**config.mk**
```make
export PLATFORM = sky130hd
export DESIGN_NAME = hex_ascii_frame_encoder_flat
export DESIGN_NICKNAME = d
export VERILOG_FILES = /design/src/sv/hafe_pkg.sv /design/src/sv/hafe_cmd_if.sv /design/src/sv/hafe_char_if.sv /design/src/sv/hafe_front.sv /design/src/sv/hafe_queue.sv /design/src/sv/hafe_back.sv /design/src/sv/hex_ascii_frame_encoder.sv /design/src/flat_wrapper.sv
export SDC_FILE = /design/constraint.sdc
export NUM_CORES = 1
export LEC_CHECK = 0
export ABC_CLOCK_PERIOD_IN_PS = 2900
export BUFFER_PORTS_ARGS = -buffer_cell sky130_fd_sc_hd__buf_2
export CORE_UTILIZATION = 55
export DETAILED_ROUTE_END_ITERATION = 7
export PLACE_DENSITY = 0.81
export SETUP_SLACK_MARGIN = 0.3
export SYNTH_ARGS = -nofsm -noshare
export SYNTH_HDL_FRONTEND = slang
export SYNTH_HIERARCHICAL = 1
export SYNTH_SLANG_ARGS = --single-unit
export TNS_END_PERCENT = 5
```
**constraint.sdc**
```tcl
create_clock -name clk -period 2.9 [get_ports clk]
set_input_delay 0.29 -clock clk [delete_from_list [all_inputs] [get_ports clk]]
set_output_delay 0.29 -clock clk [all_outputs]
set_load 0.02 [all_outputs]
```
**src/sv/hafe_pkg.sv**
```systemverilog
// Package: types, constants and helpers of the hex ASCII frame encoder
package hafe_pkg;

    localparam logic [7:0] HEAD_MARK   = 8'hAA;
    localparam logic [7:0] TAIL_MARK   = 8'h55;
    localparam int         MARK_COUNT  = 3;
    localparam int         MARK_CNT_W  = $clog2(MARK_COUNT);
    localparam logic [MARK_CNT_W-1:0] MARK_LAST = MARK_CNT_W'(MARK_COUNT - 1);

    localparam int QUEUE_DEPTH = 2;
    localparam int QPTR_W      = (QUEUE_DEPTH > 1) ? $clog2(QUEUE_DEPTH) : 1;
    localparam int QCNT_W      = $clog2(QUEUE_DEPTH + 1);

    // classified request handed from front to back
    typedef struct packed {
        logic [7:0] data;
        logic [7:0] chk;
        logic       open;
        logic       last;
    } cmd_t;

    typedef struct packed {
        logic valid;
        cmd_t cmd;
    } q_entry_t;

    typedef enum logic [2:0] {
        PH_HEAD,
        PH_DATA_HI,
        PH_DATA_LO,
        PH_CHK_HI,
        PH_CHK_LO,
        PH_TAIL
    } phase_t;

    function automatic logic [7:0] nibble_char(input logic [3:0] v);
        logic [7:0] w;
        w = {4'h0, v};
        if (v <= 4'd9)
            return 8'h30 + w;
        else
            return 8'h41 + (w - 8'h0A);
    endfunction

endpackage

```
**src/sv/hafe_cmd_if.sv**
```systemverilog
// Interface: payload byte request channel
interface hafe_cmd_if;
    logic       valid;
    logic       ready;
    logic [7:0] data_byte;
    logic       last_byte;

    modport source (output valid, output data_byte, output last_byte, input ready);
    modport sink   (input valid, input data_byte, input last_byte, output ready);
endinterface

```
**src/sv/hafe_char_if.sv**
```systemverilog
// Interface: output character channel
interface hafe_char_if;
    logic       valid;
    logic       ready;
    logic [7:0] out_char;
    logic       run_last;

    modport source (output valid, output out_char, output run_last, input ready);
    modport sink   (input valid, input out_char, input run_last, output ready);
endinterface

```
**src/sv/hafe_front.sv**
```systemverilog
// Front end: takes payload requests, tracks frame state and checksum, classifies
module hafe_front (
    input  logic            clk,
    input  logic            rst_n,
    input  logic            in_valid,
    input  logic [7:0]      in_data,
    input  logic            in_last,
    output logic            in_ready,
    input  logic            q_full,
    output hafe_pkg::q_entry_t push
);
    import hafe_pkg::*;

    logic       in_frame_reg, in_frame_next;
    logic [7:0] sum_reg, sum_next;
    logic [7:0] sum_new;
    logic       take;

    assign in_ready = !q_full;
    assign take     = in_valid && !q_full;

    // a new frame starts its sum from zero
    assign sum_new = (in_frame_reg ? sum_reg : 8'h00) + in_data;

    always_comb
    begin
        push.valid    = take;
        push.cmd.data = in_data;
        push.cmd.chk  = ~sum_new;
        push.cmd.open = !in_frame_reg;
        push.cmd.last = in_last;
    end

    always_comb
    begin
        in_frame_next = in_frame_reg;
        sum_next      = sum_reg;
        if (take)
        begin
            in_frame_next = !in_last;
            sum_next      = in_last ? 8'h00 : sum_new;
        end
    end

    always_ff @(posedge clk or negedge rst_n)
    begin
        if (!rst_n)
        begin
            in_frame_reg <= 1'b0;
            sum_reg      <= 8'h00;
        end
        else
        begin
            in_frame_reg <= in_frame_next;
            sum_reg      <= sum_next;
        end
    end

endmodule

```
**src/sv/hafe_queue.sv**
```systemverilog
// Short request queue between front and back end
module hafe_queue (
    input  logic               clk,
    input  logic               rst_n,
    input  hafe_pkg::q_entry_t push,
    output logic               full,
    output hafe_pkg::q_entry_t head,
    input  logic               pop
);
    import hafe_pkg::*;

    cmd_t              slot_reg [QUEUE_DEPTH];
    logic [QPTR_W-1:0] wr_ptr_reg, wr_ptr_next;
    logic [QPTR_W-1:0] rd_ptr_reg, rd_ptr_next;
    logic [QCNT_W-1:0] count_reg, count_next;
    logic              do_push, do_pop;

    assign full       = (count_reg == QCNT_W'(QUEUE_DEPTH));
    assign head.valid = (count_reg != '0);
    assign head.cmd   = slot_reg[rd_ptr_reg];

    assign do_push = push.valid && !full;
    assign do_pop  = pop && head.valid;

    always_comb
    begin
        wr_ptr_next = wr_ptr_reg;
        rd_ptr_next = rd_ptr_reg;
        count_next  = count_reg;
        if (do_push)
            wr_ptr_next = (wr_ptr_reg == QPTR_W'(QUEUE_DEPTH - 1)) ? '0 : wr_ptr_reg + 1'b1;
        if (do_pop)
            rd_ptr_next = (rd_ptr_reg == QPTR_W'(QUEUE_DEPTH - 1)) ? '0 : rd_ptr_reg + 1'b1;
        if (do_push && !do_pop)
            count_next = count_reg + 1'b1;
        else if (!do_push && do_pop)
            count_next = count_reg - 1'b1;
    end

    always_ff @(posedge clk)
    begin
        if (do_push)
            slot_reg[wr_ptr_reg] <= push.cmd;
    end

    always_ff @(posedge clk or negedge rst_n)
    begin
        if (!rst_n)
        begin
            wr_ptr_reg <= '0;
            rd_ptr_reg <= '0;
            count_reg  <= '0;
        end
        else
        begin
            wr_ptr_reg <= wr_ptr_next;
            rd_ptr_reg <= rd_ptr_next;
            count_reg  <= count_next;
        end
    end

endmodule

```
**src/sv/hafe_back.sv**
```systemverilog
// Back end: steps through the characters of each request into an output register
module hafe_back (
    input  logic               clk,
    input  logic               rst_n,
    input  hafe_pkg::q_entry_t head,
    output logic               pop,
    output logic               out_valid,
    output logic [7:0]         out_char,
    output logic               out_last,
    input  logic               out_ready
);
    import hafe_pkg::*;

    cmd_t                  cur_reg;
    logic                  busy_reg, busy_next;
    phase_t                phase_reg, phase_next;
    logic [MARK_CNT_W-1:0] cnt_reg, cnt_next;
    logic                  ovalid_reg;
    logic [7:0]            ochar_reg;
    logic                  olast_reg;

    logic                  adv;
    logic                  final_char;
    logic [7:0]            char_sel;

    assign adv = busy_reg && (!ovalid_reg || out_ready);
    // next request loads in the same cycle the previous one issues its last char
    assign pop = head.valid && (!busy_reg || (adv && final_char));

    // next state
    always_comb
    begin
        phase_next = phase_reg;
        cnt_next   = cnt_reg;
        busy_next  = busy_reg;
        if (pop)
        begin
            busy_next  = 1'b1;
            phase_next = head.cmd.open ? PH_HEAD : PH_DATA_HI;
            cnt_next   = '0;
        end
        else if (adv && final_char)
        begin
            busy_next = 1'b0;
        end
        else if (adv)
        begin
            case (phase_reg)
                PH_HEAD:
                begin
                    if (cnt_reg == MARK_LAST)
                    begin
                        phase_next = PH_DATA_HI;
                        cnt_next   = '0;
                    end
                    else
                        cnt_next = cnt_reg + 1'b1;
                end
                PH_DATA_HI: phase_next = PH_DATA_LO;
                PH_DATA_LO: phase_next = PH_CHK_HI;
                PH_CHK_HI:  phase_next = PH_CHK_LO;
                PH_CHK_LO:
                begin
                    phase_next = PH_TAIL;
                    cnt_next   = '0;
                end
                PH_TAIL:    cnt_next = cnt_reg + 1'b1;
                default:    phase_next = PH_HEAD;
            endcase
        end
    end

    // outputs of the current step
    always_comb
    begin
        char_sel   = HEAD_MARK;
        final_char = 1'b0;
        case (phase_reg)
            PH_HEAD:    char_sel = HEAD_MARK;
            PH_DATA_HI: char_sel = nibble_char(cur_reg.data[7:4]);
            PH_DATA_LO:
            begin
                char_sel   = nibble_char(cur_reg.data[3:0]);
                final_char = !cur_reg.last;
            end
            PH_CHK_HI:  char_sel = nibble_char(cur_reg.chk[7:4]);
            PH_CHK_LO:  char_sel = nibble_char(cur_reg.chk[3:0]);
            PH_TAIL:
            begin
                char_sel   = TAIL_MARK;
                final_char = (cnt_reg == MARK_LAST);
            end
            default:    char_sel = HEAD_MARK;
        endcase
    end

    always_ff @(posedge clk)
    begin
        if (pop)
            cur_reg <= head.cmd;
        if (adv)
        begin
            ochar_reg <= char_sel;
            olast_reg <= final_char;
        end
    end

    always_ff @(posedge clk or negedge rst_n)
    begin
        if (!rst_n)
        begin
            busy_reg   <= 1'b0;
            phase_reg  <= PH_HEAD;
            cnt_reg    <= '0;
            ovalid_reg <= 1'b0;
        end
        else
        begin
            busy_reg  <= busy_next;
            phase_reg <= phase_next;
            cnt_reg   <= cnt_next;
            if (adv)
                ovalid_reg <= 1'b1;
            else if (out_ready)
                ovalid_reg <= 1'b0;
        end
    end

    assign out_valid = ovalid_reg;
    assign out_char  = ochar_reg;
    assign out_last  = olast_reg;

endmodule

```
**src/sv/hex_ascii_frame_encoder.sv**
```systemverilog
// Top level of the hex ASCII frame encoder
//
//   channel  dir  handshake      payload
//   cmd      in   valid/ready    data_byte[7:0], last_byte
//   chars    out  valid/ready    out_char[7:0], run_last
//
// Each request yields 2 characters, 5 when it opens a frame, 7 when it closes one,
// 10 when it does both; the back end issues one character per cycle while the
// sink is ready. A 2-entry queue lets the front take requests while the back
// end or a stalled sink is busy. Reset clears frame state, queue and output
// valid; no clearing pass is needed.
module hex_ascii_frame_encoder (
    input logic      clk,
    input logic      rst_n,
    hafe_cmd_if.sink   cmd,
    hafe_char_if.source chars
);
    import hafe_pkg::*;

    q_entry_t push;
    q_entry_t head;
    logic     q_full;
    logic     pop;

    hafe_front u_front (
        .clk      (clk),
        .rst_n    (rst_n),
        .in_valid (cmd.valid),
        .in_data  (cmd.data_byte),
        .in_last  (cmd.last_byte),
        .in_ready (cmd.ready),
        .q_full   (q_full),
        .push     (push)
    );

    hafe_queue u_queue (
        .clk   (clk),
        .rst_n (rst_n),
        .push  (push),
        .full  (q_full),
        .head  (head),
        .pop   (pop)
    );

    hafe_back u_back (
        .clk       (clk),
        .rst_n     (rst_n),
        .head      (head),
        .pop       (pop),
        .out_valid (chars.valid),
        .out_char  (chars.out_char),
        .out_last  (chars.run_last),
        .out_ready (chars.ready)
    );

endmodule

```
**src/flat_wrapper.sv**
```systemverilog
// flat-port wrapper written by rule: the top's interface ports become plain ports
module hex_ascii_frame_encoder_flat import hafe_pkg::*;
  (clk, rst_n, cmd_valid, cmd_data_byte, cmd_last_byte, cmd_ready, chars_valid, chars_out_char, chars_run_last, chars_ready);
  hafe_cmd_if cmd_i ();
  hafe_char_if chars_i ();
  input logic clk;
  input logic rst_n;
  input wire logic [$bits(cmd_i.valid)-1:0] cmd_valid;
  input wire logic [$bits(cmd_i.data_byte)-1:0] cmd_data_byte;
  input wire logic [$bits(cmd_i.last_byte)-1:0] cmd_last_byte;
  output wire logic [$bits(cmd_i.ready)-1:0] cmd_ready;
  output wire logic [$bits(chars_i.valid)-1:0] chars_valid;
  output wire logic [$bits(chars_i.out_char)-1:0] chars_out_char;
  output wire logic [$bits(chars_i.run_last)-1:0] chars_run_last;
  input wire logic [$bits(chars_i.ready)-1:0] chars_ready;
  assign cmd_i.valid = cmd_valid;
  assign cmd_i.data_byte = cmd_data_byte;
  assign cmd_i.last_byte = cmd_last_byte;
  assign cmd_ready = cmd_i.ready;
  assign chars_valid = chars_i.valid;
  assign chars_out_char = chars_i.out_char;
  assign chars_run_last = chars_i.run_last;
  assign chars_i.ready = chars_ready;
  hex_ascii_frame_encoder u_core (.clk(clk), .rst_n(rst_n), .cmd(cmd_i), .chars(chars_i));
endmodule
```
# Word-level counts from Yosys, hierarchy flattened
# Memory sizes are Yosys's and may differ from the RTL's.
# Cells that the tools add are included.
# classes
addsub	18
n_mux	29
eq_ne	10
n_bitwise	1
n_lt_le_gt_ge	4
reduce_logical	27
# ops
op	count
$mux W8	6
$pmux W8 S5	1
$add A7 B8 Y8 const A	4
$add A6 B4 Y7 const A	4
$sub A4 B4 Y5 const B	4
$pmux W3 S6	1
$le A4 B4 Y1 const B	4
$mux W2	6
$mux W3	4
$reduce_bool A2 Y1	5
$mux W1	9
$add A8 B8 Y8	1
$logic_and A1 B1 Y1	8
$logic_not A1 Y1	8
$not A8 Y8	1
$eq A3 B2 Y1 const B	2
$eq A3 B3 Y1 const B	2
$pmux W2 S3	1
$add A2 B1 Y2 const B	2
$eq A2 B2 Y1 const B	2
$ne A2 B1 Y1 const B	2
$reduce_and A4 Y1	1
$reduce_bool A4 Y1	1
$eq A3 B1 Y1 const B	1
7 further kinds	9
# totals
in_bits	13
n_memories	1
wordCells	104
register_bits	46
output_inout_bits	11
ram_bits	36
# mem_list
name	depth	word_bits	rd	rd_ports_with_merged_regs	write_ports	line_no	rtl
u_core.u_queue.slot_reg	2	18	1	0	1	hafe_queue.sv:12	cmd_t slot_reg [QUEUE_DEPTH];

# Depth between registers and ports, before layout
# Gate-level depths: netlist of the first run.
# depth
word_depth	10
depth_mapped	13
depth_no_buf	11

# By module
# The synthesis of the first run kept the hierarchy.
# by_module_without_submodules
module	area_each_um2	cells_each	seq_area_each_um2	n_inst
hafe_back	2334.7	236	955.9	1
hafe_queue	1549.0	75	1181.1	1
hafe_front	808.3	92	225.2	1

# Worst setup path after synthesis of the first run
# Ideal clock, no wire load.
# synth_timing
path_type	reg2reg
from	register u_core.u_queue.count_reg[0]
to	memory u_core/u_queue/slot_reg[0][0] (netlist name) (enable)
arrival_time_ns	2.090
setup_ns	0.392
setup_slack_ns	0.417
required_time_ns	2.508
path_buffers	2
period_less_slack_ns	2.483
path_stages_with_launch	10
cell_sequence	dfrtp_1 > nand2b_1 > inv_1 > inv_2 > nand2_1 > clkbuf_1 > inv_1 > buf_4 > nand2_1 > nor2_1
# synth_via
elab_chain_cells	6
# synth_rtl
item	line_no	rtl
from (decl)	hafe_queue.sv:15	logic [QCNT_W-1:0] count_reg, count_next;
from (signal assigned)	hafe_queue.sv:58	count_reg <= count_next;
$eq A2 B2 Y1	hafe_queue.sv:18	assign full = (count_reg == QCNT_W'(QUEUE_DEPTH));
named net u_core.q_full	hex_ascii_frame_encoder.sv:22	logic q_full;
$logic_not A1 Y1	n/a	
named net cmd_ready	flat_wrapper.sv:11	output wire logic [$bits(cmd_i.ready)-1:0] cmd_ready;
$logic_and A1 B1 Y1	hafe_front.sv:20	assign take = in_valid && !q_full;
named net u_core.u_front.take	hafe_front.sv:17	logic take;
$logic_and A1 B1 Y1	hafe_queue.sv:22	assign do_push = push.valid && !full;
$mux W1	hafe_queue.sv:42	if (do_push)
$mux W1 (implied by the code)	hafe_queue.sv:43	slot_reg[wr_ptr_reg] <= push.cmd;
to (decl)	hafe_queue.sv:12	
# The timed path passes the listed nets, and every way through them passes these cells.

# Worst setup path in the final report of the first run
# layout_timing
from	register u_core.u_front.in_frame_reg
to	register u_core.u_front.sum_reg[6]
# layout_via
elab_chain_cells	3
# layout_rtl
item	line_no	rtl
from (decl)	hafe_front.sv:14	logic in_frame_reg, in_frame_next;
from (signal assigned)	hafe_front.sv:54	in_frame_reg <= in_frame_next;
$mux W8	hafe_front.sv:23	assign sum_new = (in_frame_reg ? sum_reg : 8'h00) + in_data;
$add A8 B8 Y8	hafe_front.sv:23	
$mux W8	hafe_front.sv:41	sum_next = in_last ? 8'h00 : sum_new;
to (signal assigned)	hafe_front.sv:55	sum_reg <= sum_next;
to (decl)	hafe_front.sv:15	logic [7:0] sum_reg, sum_next;
# No other way between the ends.
# A chain may end at the register's enable or synchronous reset.

==> metrics.txt, run 1 <==
status complete, no violations; Max Cap Viol 0; ant diodes 0; HPWL after DPL between 6000 and 7000 um; RSZ-0062 raised after global routing false; clock-pin slew on the worst setup and hold paths roughly 90 ps; Final ANT Viol Nets 0; Cell Area, Synth 0.00469 mm2; Top Ports 24; Final #Nets about 460; f_max 0.421 GHz; Layout area overhead 8.16%; Synthesized Nets about 440; final worst clock skew approximately 8.7 ps; Pleak between 2 and 2.5 nW; global-route wire length before repair between 10000 and 15000 um; post-DR vias/cell between 5 and 6; Placer Congestion between 0.8 and 0.9; Ys Warns 6; top-area cell type share of the netlist area between 30% and 40%; R2R Path Start u_core/u_front/in_frame_reg$_DFFE_PN0P_; number of synthesized register bits around 80; commonest non-fill, non-tap cell in the layout edfxtp_1; Initial Util between 50 and 60%; Pins Over Slew Limit 0; Chip Width around 94 um; Syn Area/Cell 11.6 um2; drt wl/cell between 15 and 20 um; setup violators final 0; reg-to-reg endpoint u_core/u_front/sum_reg[6]$_DFFE_PN0P_; Hold WS approximately 160 ps; asr flop ratio synth about a quarter; drt drc 0; fin crit period about 2400 ps; transition time of the tightest slew-check pin between 900 and 1000 ps; clock tree sinks 82; die height approximately 94 um; sequential element share of the synthesized area approximately half; 1st-pass router iterations 4; Placed Area roughly 0.0048 mm2; library cells used by synthesis 66; crit path from u_core/u_front/in_frame_reg$_DFFE_PN0P_; vias in the first global route a little over 3000; largest area contributor in the netlist edfxtp_1; gr usage total 21.3%; number of synthesized flops with an enable pin between 60 and 70; fin cells 530; Crit Path Category register to register; via count around 3100; initial antenna violation count 0; TritonCTS buffer count 9; most frequent cells in the layout edfxtp_1 (62), nand2_1 (31), inv_1 (30), ha_1 (27), buf_2 (23); Setup crit end u_core/u_front/sum_reg[6]$_DFFE_PN0P_; setup repair bufs after CTS 0; critical path capture point type register; CP required around 3100 ps; hold_sp cmd_data_byte[5]; root buf cell clkbuf_8; clk_lat worst skew roughly 350 ps; Synth area leaders edfxtp_1 (40%), dfrtp_1 (11%), ha_1 (7.2%); PD cells just over 900 mW/mm2; Final Hold Violating Endpoints 0; CTS tree done; H-tree level count 3; starting DRC count in detailed routing roughly 170; placed cell count 513; period utilization 82.0%; total negative slack 0 ps; R2R depth 8; Worst R2R Setup Slack around 520 ps; Max clock buf depth 2; # port buffers 23; Final Cell Area around 0.005 mm2; Total Routed Length around 8500 um; Worst setup SP type register; row cnt 33; max_slew headroom about a third; synthesized instance count slightly above 400; largest net degree at the start of global routing 23; Die ar. about 0.0089 mm2; share of cells above drive strength 1 ~18%; core box area about 0.0082 mm2; Main synth FF type edfxtp_1; max reg flops 36; crit-path max FO 11; Arrival @ worst endpoint roughly 2600 ps; maximum vdd drop 621 uV; Hold Path Class primary input to register; total congestion overflow 0; Pwr Total approximately 4.7 mW
[timing repair]
| action | 4_1_cts | 5_1_grt |
|---|---|---|
| hold buffers | 1 | 0 |
| hold endpoints to repair | 20 | 0 |
| endpoints found under the setup margin | 0 | 0 |
| gates resized for setup | 0 | 0 |
[cell usage after synthesis, types with 2 or more instances]
library cell / instances
nor2_1: 14
o31ai_1: 11
buf_2: 3
o21ai_0: 14
clkbuf_1: 5
nand2_1: 31
o21bai_1: 6
a32oi_1: 2
ha_1: 27
mux2_2: 9
or2_1: 2
a211oi_1: 4
o21ba_2: 2
a21boi_0: 2
a31oi_1: 3
edfxtp_1: 62
buf_4: 11
o21ai_1: 8
or3_1: 2
xor2_1: 6
a311oi_1: 5
nand2b_1: 9
o211ai_1: 2
nand3_1: 2
mux2i_1: 3
a21oi_1: 18
nor2b_1: 7
nand4_1: 4
mux2_4: 9
nor3_1: 6
xnor2_1: 14
inv_1: 30
a21o_1: 3
and3_1: 7
and2_1: 10
dfrtp_1: 20
[worst max-delay path: stages, from the launching register on]
cell and delay, ps:
dfrtp_1 500, and2_1 200, ha_1 240, fa_1 430, a21o_1 210, a21oi_2 180, o211ai_2 120, xnor2_1 290
o31ai_2 110
[cells by family (layout without fill, tap and decap cells)]
kind of cell,Yosys count,in the layout,share of synthesized area (%)
AOI/OAI and AO/OA,97,97,15.2
xor gates and xnor gates,21,21,4.08
adders and majority gates,28,28,7.63
buffers and inverters,53,75,5.71
DFF,82,82,50.3
muxes,21,21,5.68
and+or+nand+nor,101,101,11.3
[report_power, final]
part / internal (mW) / switching (mW) / total [mW] / leakage (nW)
clock network: 0.579 / 0.428 / 1.01 / 0.120
logic: 0.750 / 0.887 / 1.64 / 1.13
registers: 1.74 / 0.328 / 2.07 / 0.817
total: 3.07 / 1.64 / 4.71 / 2.06
[metal layers]
| metal | global-route usage [%] | wire [um] |
|---|---|---|
| met5 | 0 | 0 |
| met4 | 7.95 | 195 |
| met3 | 4.75 | 321 |
| met2 | 35.1 | 4010 |
| met1 | 27.4 | 3940 |
[cell type report]
cell class              instances  area (um2)
flip-flops and latches         82        2360
well taps                     105         131
clock buffers                   9         124
multi-input cells             268        2060
fillers                       628        3140
inverters                      31         116
repair buffers                 28         155
clock inverters                 7         124
[per-stage QoR]
stage | util (%) | setup WS [ps]
3_3_place_gp | 58.6 | 670
3_5_place_dp | 58.6 | 542
5_1_grt | 61.8 | 311
4_1_cts | 61.8 | 512
6_report | 61.8 | 522
2_1_floorplan | - | 417
[worst min-delay path by stage]
| stage | endpoint | slack [ps] | cells past startpoint |
|---|---|---|---|
| floorplan | u_core/u_back/busy_reg$_DFFE_PN0P_ | -6 | 0 |
| global placement | u_core/u_front/sum_reg[7]$_DFFE_PN0P_ | 270 | 1 |
| detailed placement | u_core/u_front/sum_reg[7]$_DFFE_PN0P_ | 290 | 1 |
| CTS | u_core/u_queue/slot_reg[1][15]$_DFFE_PP_ | 130 | 1 |
| global route | u_core/u_queue/slot_reg[0][12]$_DFFE_PP_ | 140 | 1 |
| finish | u_core/u_queue/slot_reg[1][15]$_DFFE_PP_ | 160 | 1 |
No activity file was read; power rests on OpenSTA's default activity.
==> run 2, diff against run 1 <==
- ABC_CLOCK_PERIOD_IN_PS: 2900 -> 2150
- PLACE_DENSITY: 0.81 -> 0.84
- clock period: 2.9 -> 2.15 ns (I/O delays scaled with it)
==> metrics.txt, run 2 (synthesized netlist as in run 1, its figures left out) <==
worst-path cell chain and2_4 > ha_4 > fa_2 > a21o_1 > a21oi_2 > o211ai_2 > xnor2_2 > o31ai_2; Comb pwr share 40.9% (+6.2 points); post-DR vias/cell 5.78 (+0.34%); largest net degree at the start of global routing 23 (unchanged); CTS tree done; starting DRC count in detailed routing 133 (-20%); drt wl/cell 16.5 um (+3.1%); CP required 2420 ps (-720 ps); clk_lat worst skew 360 ps (about the same); f_max 0.492 GHz (+17%); Initial Util 57.1% (unchanged); row cnt 33 (unchanged); Pleak 2.08 nW (+0.98%); ant diodes 0 (unchanged); slowest library cell on the worst path dfrtp_2; CP top delay family compound AO/OA/AOI/OAI gates; Max Cap Viol 0 (unchanged); most frequent cells in the layout edfxtp_1 (62), inv_1 (30), nand2_1 (29), buf_2 (23), ha_1 (23); Pwr Total 6.35 mW (+35%); Final ANT Viol Nets 0 (unchanged); Hold Path Class primary input to register; Total Routed Length 8840 um (+4.4%); drt drc 0 (unchanged); via count 3106 (+1.7%); Worst setup SP type register; vias in the first global route 3011 (-1.8%); Int Pwr 4.04 mW (+32%); final worst clock skew 16.3 ps (+7.54 ps); fin crit period 2030 ps (-344 ps); status complete, no violations; clock-pin slew on the worst setup and hold paths 80 ps (about the same); RSZ-0062 raised after global routing true; PD cells 1220 mW/mm2 (+32%); Sw Ratio 36.4% (+1.5 points); Layout area overhead 10.9%; core box area 0.00822 mm2 (unchanged); share of cells above drive strength 1 23.6% (+5.7 points); maximum vdd drop 882 uV (+42%); initial antenna violation count 0 (unchanged); HPWL after DPL 6300 um (+3.1%); total congestion overflow 0 (unchanged); root buf cell clkbuf_8; commonest non-fill, non-tap cell in the layout edfxtp_1; gr usage total 22.0% (+0.71 points); H-tree level count 3 (unchanged); Worst path max stage delay 460 ps (-40 ps); Final Hold Violating Endpoints 0 (unchanged); Crit Path Category register to register; die height 94.4 um (unchanged); # port buffers 23 (unchanged); max reg flops 36 (unchanged); Final #Nets 468 (+1.5%); global-route wire length before repair 14600 um (+2.7%); TritonCTS buffer count 9 (unchanged); setup violators final 0 (unchanged); Die ar. 0.00890 mm2 (unchanged); Net Sw Power 2.31 mW (+41%); transition time of the tightest slew-check pin 500 ps (-473 ps); Arrival @ worst endpoint 2300 ps (-310 ps); Max clock buf depth 2 (unchanged); max_slew headroom 66.7% (+32 points); Clock Power Share 17.7% (-3.7 points); clock tree sinks 82 (unchanged); worst path buffer plus inverter count 0 (unchanged); Pins Over Slew Limit 0 (unchanged); Flop pwr share 41.4% (-2.5 points); period utilization 94.6% (+13 points); Placer Congestion 0.952 (+7.4%); Chip Width 94.4 um (unchanged); crit-path max FO 8 (-3); total negative slack 0 ps (unchanged); critical path capture point type register; 1st-pass router iterations 4 (unchanged); Top Ports 24 (unchanged)
run 2: cell types whose count changed in the layout (fill, tap and decap cells not counted), sizes merged:
cell / change
clkinv: +1
clkinvlp: +1
buf: +7
bufinv: -2
run 2: metal layers:
metal	wire, um	GRT usage, %
met1	3790	28.3
met2	4420	35.4
met3	398	4.83
met4	223	10.1
met5	0	0
run 2: repair_timing:
item / in CTS / in global routing
hold endpoints to repair: 20 / 0
hold buffers: 1 / 0
gates cloned: 0 / 0
gates resized for setup: 2 / 9
setup endpoints to repair: 18 / 50
setup buffers: 1 / 1
pin swaps: 2 / 8
run 2: worst paths after layout:
path / start / to / depth (start not counted) / slack, ps
setup / recovery: u_core/u_front/in_frame_reg$_DFFE_PN0P_ / u_core/u_front/sum_reg[6]$_DFFE_PN0P_ / 8 / 120
hold / removal: cmd_data_byte[4] / u_core/u_queue/slot_reg[1][14]$_DFFE_PP_ / 1 / 70
setup reg to reg: u_core/u_front/in_frame_reg$_DFFE_PN0P_ / u_core/u_front/sum_reg[6]$_DFFE_PN0P_ / 8 / 120
hold reg to reg: u_core/u_front/sum_reg[5]$_DFFE_PN0P_ / u_core/u_front/sum_reg[5]$_DFFE_PN0P_ / 2 / 490
max in group asynchronous: rst_n / u_core/u_back/phase_reg[2]$_DFFE_PN0P_ / 2 / 1430
min in group asynchronous: rst_n / u_core/u_front/sum_reg[5]$_DFFE_PN0P_ / 2 / 350
run 2: stage by stage:
step           setup slack [ps]  instance area, um2  utilization, %  instances  hold slack [ps]
6_report                    117                5200            63.3        537             67.2
5_1_grt                    52.3                5200            63.3        537             48.5
4_1_cts                     113                5130            62.4        536             46.0
3_5_place_dp               35.7                4910            59.7        518              217
3_3_place_gp                108                4910            59.7        518              200
2_1_floorplan              77.1                4760               -        403            -80.6
run 2: cell type report:
class                   count  area, um2
fillers                   647       3010
clock buffers               9        124
multi-input cells         268       2180
repair buffers             35        208
inverters                  31        116
well taps                 105        131
clock inverters             7       76.3
flip-flops and latches     82       2370
run 2: power groups by stage:
stage	Sequential [mW]	Combinational [mW]	Clock (mW)
floorplan	2.68	1.92	0
finish	2.63	2.60	1.12
CTS	2.63	2.52	1.16
global placement	2.63	2.40	0
global route	2.69	2.87	1.23
detailed placement	2.66	2.50	0
==> run 3, diff against run 2 <==
- CORE_MARGIN: default -> 4
- MAX_ROUTING_LAYER: default -> met4
==> metrics.txt, run 3 (synthesized netlist as in run 1, its figures left out) <==
status complete, no violations; max reg flops 36 (unchanged); period utilization 96.8% (+2.3 points); vias in the first global route 3100 (+3.0%); PD cells 1220 mW/mm2 (about the same); R2R depth 8 (unchanged); f_max 0.480 GHz (-2.3%); crit path from u_core/u_front/in_frame_reg$_DFFE_PN0P_; TritonCTS buffer count 9 (unchanged); Final Core Density 63.0% (-0.36 points); Top Usage Layer GRT met2; met1 usage 24.1% (-4.2 points); total congestion overflow 0 (unchanged); Crit Path Category register to register; core box area 0.00826 mm2 (+0.50%); placed cell count 520 (+0.39%); Die ar. 0.0101 mm2 (+13%); H-tree level count 3 (unchanged); share of cells above drive strength 1 24.7% (+1.0 points); drt wl/cell 16.9 um (+2.6%); Setup crit end u_core/u_front/sum_reg[6]$_DFFE_PN0P_; gr usage total 19.3% (-2.7 points); Final #Nets 470 (+0.43%); Max clock buf depth 2 (unchanged); global-route wire length before repair 14900 um (+1.8%); Arrival @ worst endpoint 2320 ps (+20 ps); 1st-pass router iterations 4 (unchanged); transition time of the tightest slew-check pin 486 ps (-13.5 ps); Final Hold Violating Endpoints 0 (unchanged); Placed Area 0.00492 mm2 (+0.31%); Initial Util 56.8% (-0.29 points); Hold Path Class primary input to register; Pins Over Slew Limit 0 (unchanged); commonest non-fill, non-tap cell in the layout edfxtp_1; post-DR vias/cell 5.88 (+1.6%); row cnt 33 (unchanged); Worst R2R Setup Slack 70 ps (-50 ps); CTS tree done; clk_lat worst skew 350 ps (about the same); most frequent cells in the layout edfxtp_1 (62), nand2_1 (30), inv_1 (29), buf_2 (23), ha_1 (23); via count 3167 (+2.0%); initial antenna violation count 0 (unchanged); fin cells 539 (+0.37%); setup violators final 0 (unchanged); reg-to-reg endpoint u_core/u_front/sum_reg[6]$_DFFE_PN0P_; Worst setup SP type register; crit-path max FO 4 (-4); Top Ports 24 (unchanged); max_slew headroom 67.6% (+0.90 points); Pleak 2.09 nW (+0.31%); # port buffers 23 (unchanged); Layout area overhead 10.8% (about the same); die height 100 um (+6.4%); critical path capture point type register; maximum vdd drop 677 uV (-23%); GR Util met2 30.4% (-5.1 points); HPWL after DPL 6450 um (+2.3%); Total Routed Length 9110 um (+3.0%); worst-path cell chain and2_4 > ha_4 > fa_2 > a21o_1 > a21oi_2 > o211ai_2 > xnor2_2 > o31ai_2; ant diodes 0 (unchanged); Max Cap Viol 0 (unchanged); fin crit period 2080 ps (+48.8 ps); Worst path max stage delay 410 ps (-50 ps); slowest library cell on the worst path dfrtp_1; final worst clock skew 14.9 ps (-1.34 ps); Chip Width 100 um (+6.4%); CP required 2390 ps (-30 ps); R2R Path Start u_core/u_front/in_frame_reg$_DFFE_PN0P_; grt met3 use 3.61% (-1.2 points); Placer Congestion 0.972 (+2.2%); largest net degree at the start of global routing 23 (unchanged); root buf cell clkbuf_8; Final Cell Area 0.00520 mm2 (about the same); RSZ-0062 raised after global routing true; clock-pin slew on the worst setup and hold paths 90 ps (about the same); drt drc 0 (unchanged); Final ANT Viol Nets 0 (unchanged); starting DRC count in detailed routing 227 (+71%); clock tree sinks 82 (unchanged)
==> run 3: final cells by class <==
cell class | count | area (um2)
fill | 633 | 3060
sequential | 82 | 2360
multi-input combinational | 268 | 2170
inverter | 31 | 116
clock buffer | 10 | 128
tap | 105 | 131
timing repair buffer | 37 | 223
clock inverter | 6 | 65.1
==> run 3: critical path, delay by kind of cell, from the launching register on <==
family / cells / cell delay, ps
XOR/XNOR: 1 / 190
AO/OA/AOI/OAI: 4 / 710
flip-flops: 1 / 410
AND/OR/NAND/NOR: 1 / 160
adder cells (fa/ha/maj): 2 / 510
==> run 3: worst min-delay path by stage <==
stage,startpoint,to,cells after the start
after global placement,rst_n,u_core/u_front/sum_reg[7]$_DFFE_PN0P_,1
after global routing,cmd_data_byte[4],u_core/u_queue/slot_reg[0][14]$_DFFE_PP_,1
after floorplan,rst_n,u_core/u_back/busy_reg$_DFFE_PN0P_,0
final,cmd_data_byte[4],u_core/u_queue/slot_reg[0][14]$_DFFE_PP_,1
after detailed placement,rst_n,u_core/u_front/sum_reg[7]$_DFFE_PN0P_,1
after CTS,cmd_data_byte[5],u_core/u_queue/slot_reg[1][15]$_DFFE_PP_,1
==> run 3: what timing repair did <==
item,4_1_cts,5_1_grt
buffers inserted,2,0
resized for setup,1,14
pin swaps,5,7
hold buffers,1,0
hold endpoints to repair,20,0
endpoints found under the setup margin,19,23
gates cloned,0,0
==> run 3: routing by layer <==
layer | vias to the layer above | wire length [um] | share of wire (%)
met4 | 0 | 327 | 3.6
met5 | - | 0 | 0
met2 | 105 | 4390 | 48
met1 | 1524 | 3980 | 44
li1 | 1512 | - | -
met3 | 26 | 404 | 4.4
==> run 3: power breakdown <==
group	switching, mW	internal, mW
clock network	0.555	0.542
registers	0.274	2.35
logic	1.48	1.15
total	2.31	4.05
==> run 3: per-stage QoR <==
| step | worst slack (ps) | total power, mW | setup TNS [ps] | hold slack [ps] |
|---|---|---|---|---|
| after global routing | -35.2 | 6.75 | -70.5 | 64.8 |
| after CTS | 31.6 | 6.32 | 0 | 70.1 |
| after floorplan | 77.1 | 4.60 | 0 | -80.6 |
| final | 67.9 | 6.36 | 0 | 85.4 |
| after global placement | 168 | 5.08 | 0 | 196 |
| after detailed placement | 101 | 5.18 | 0 | 201 |
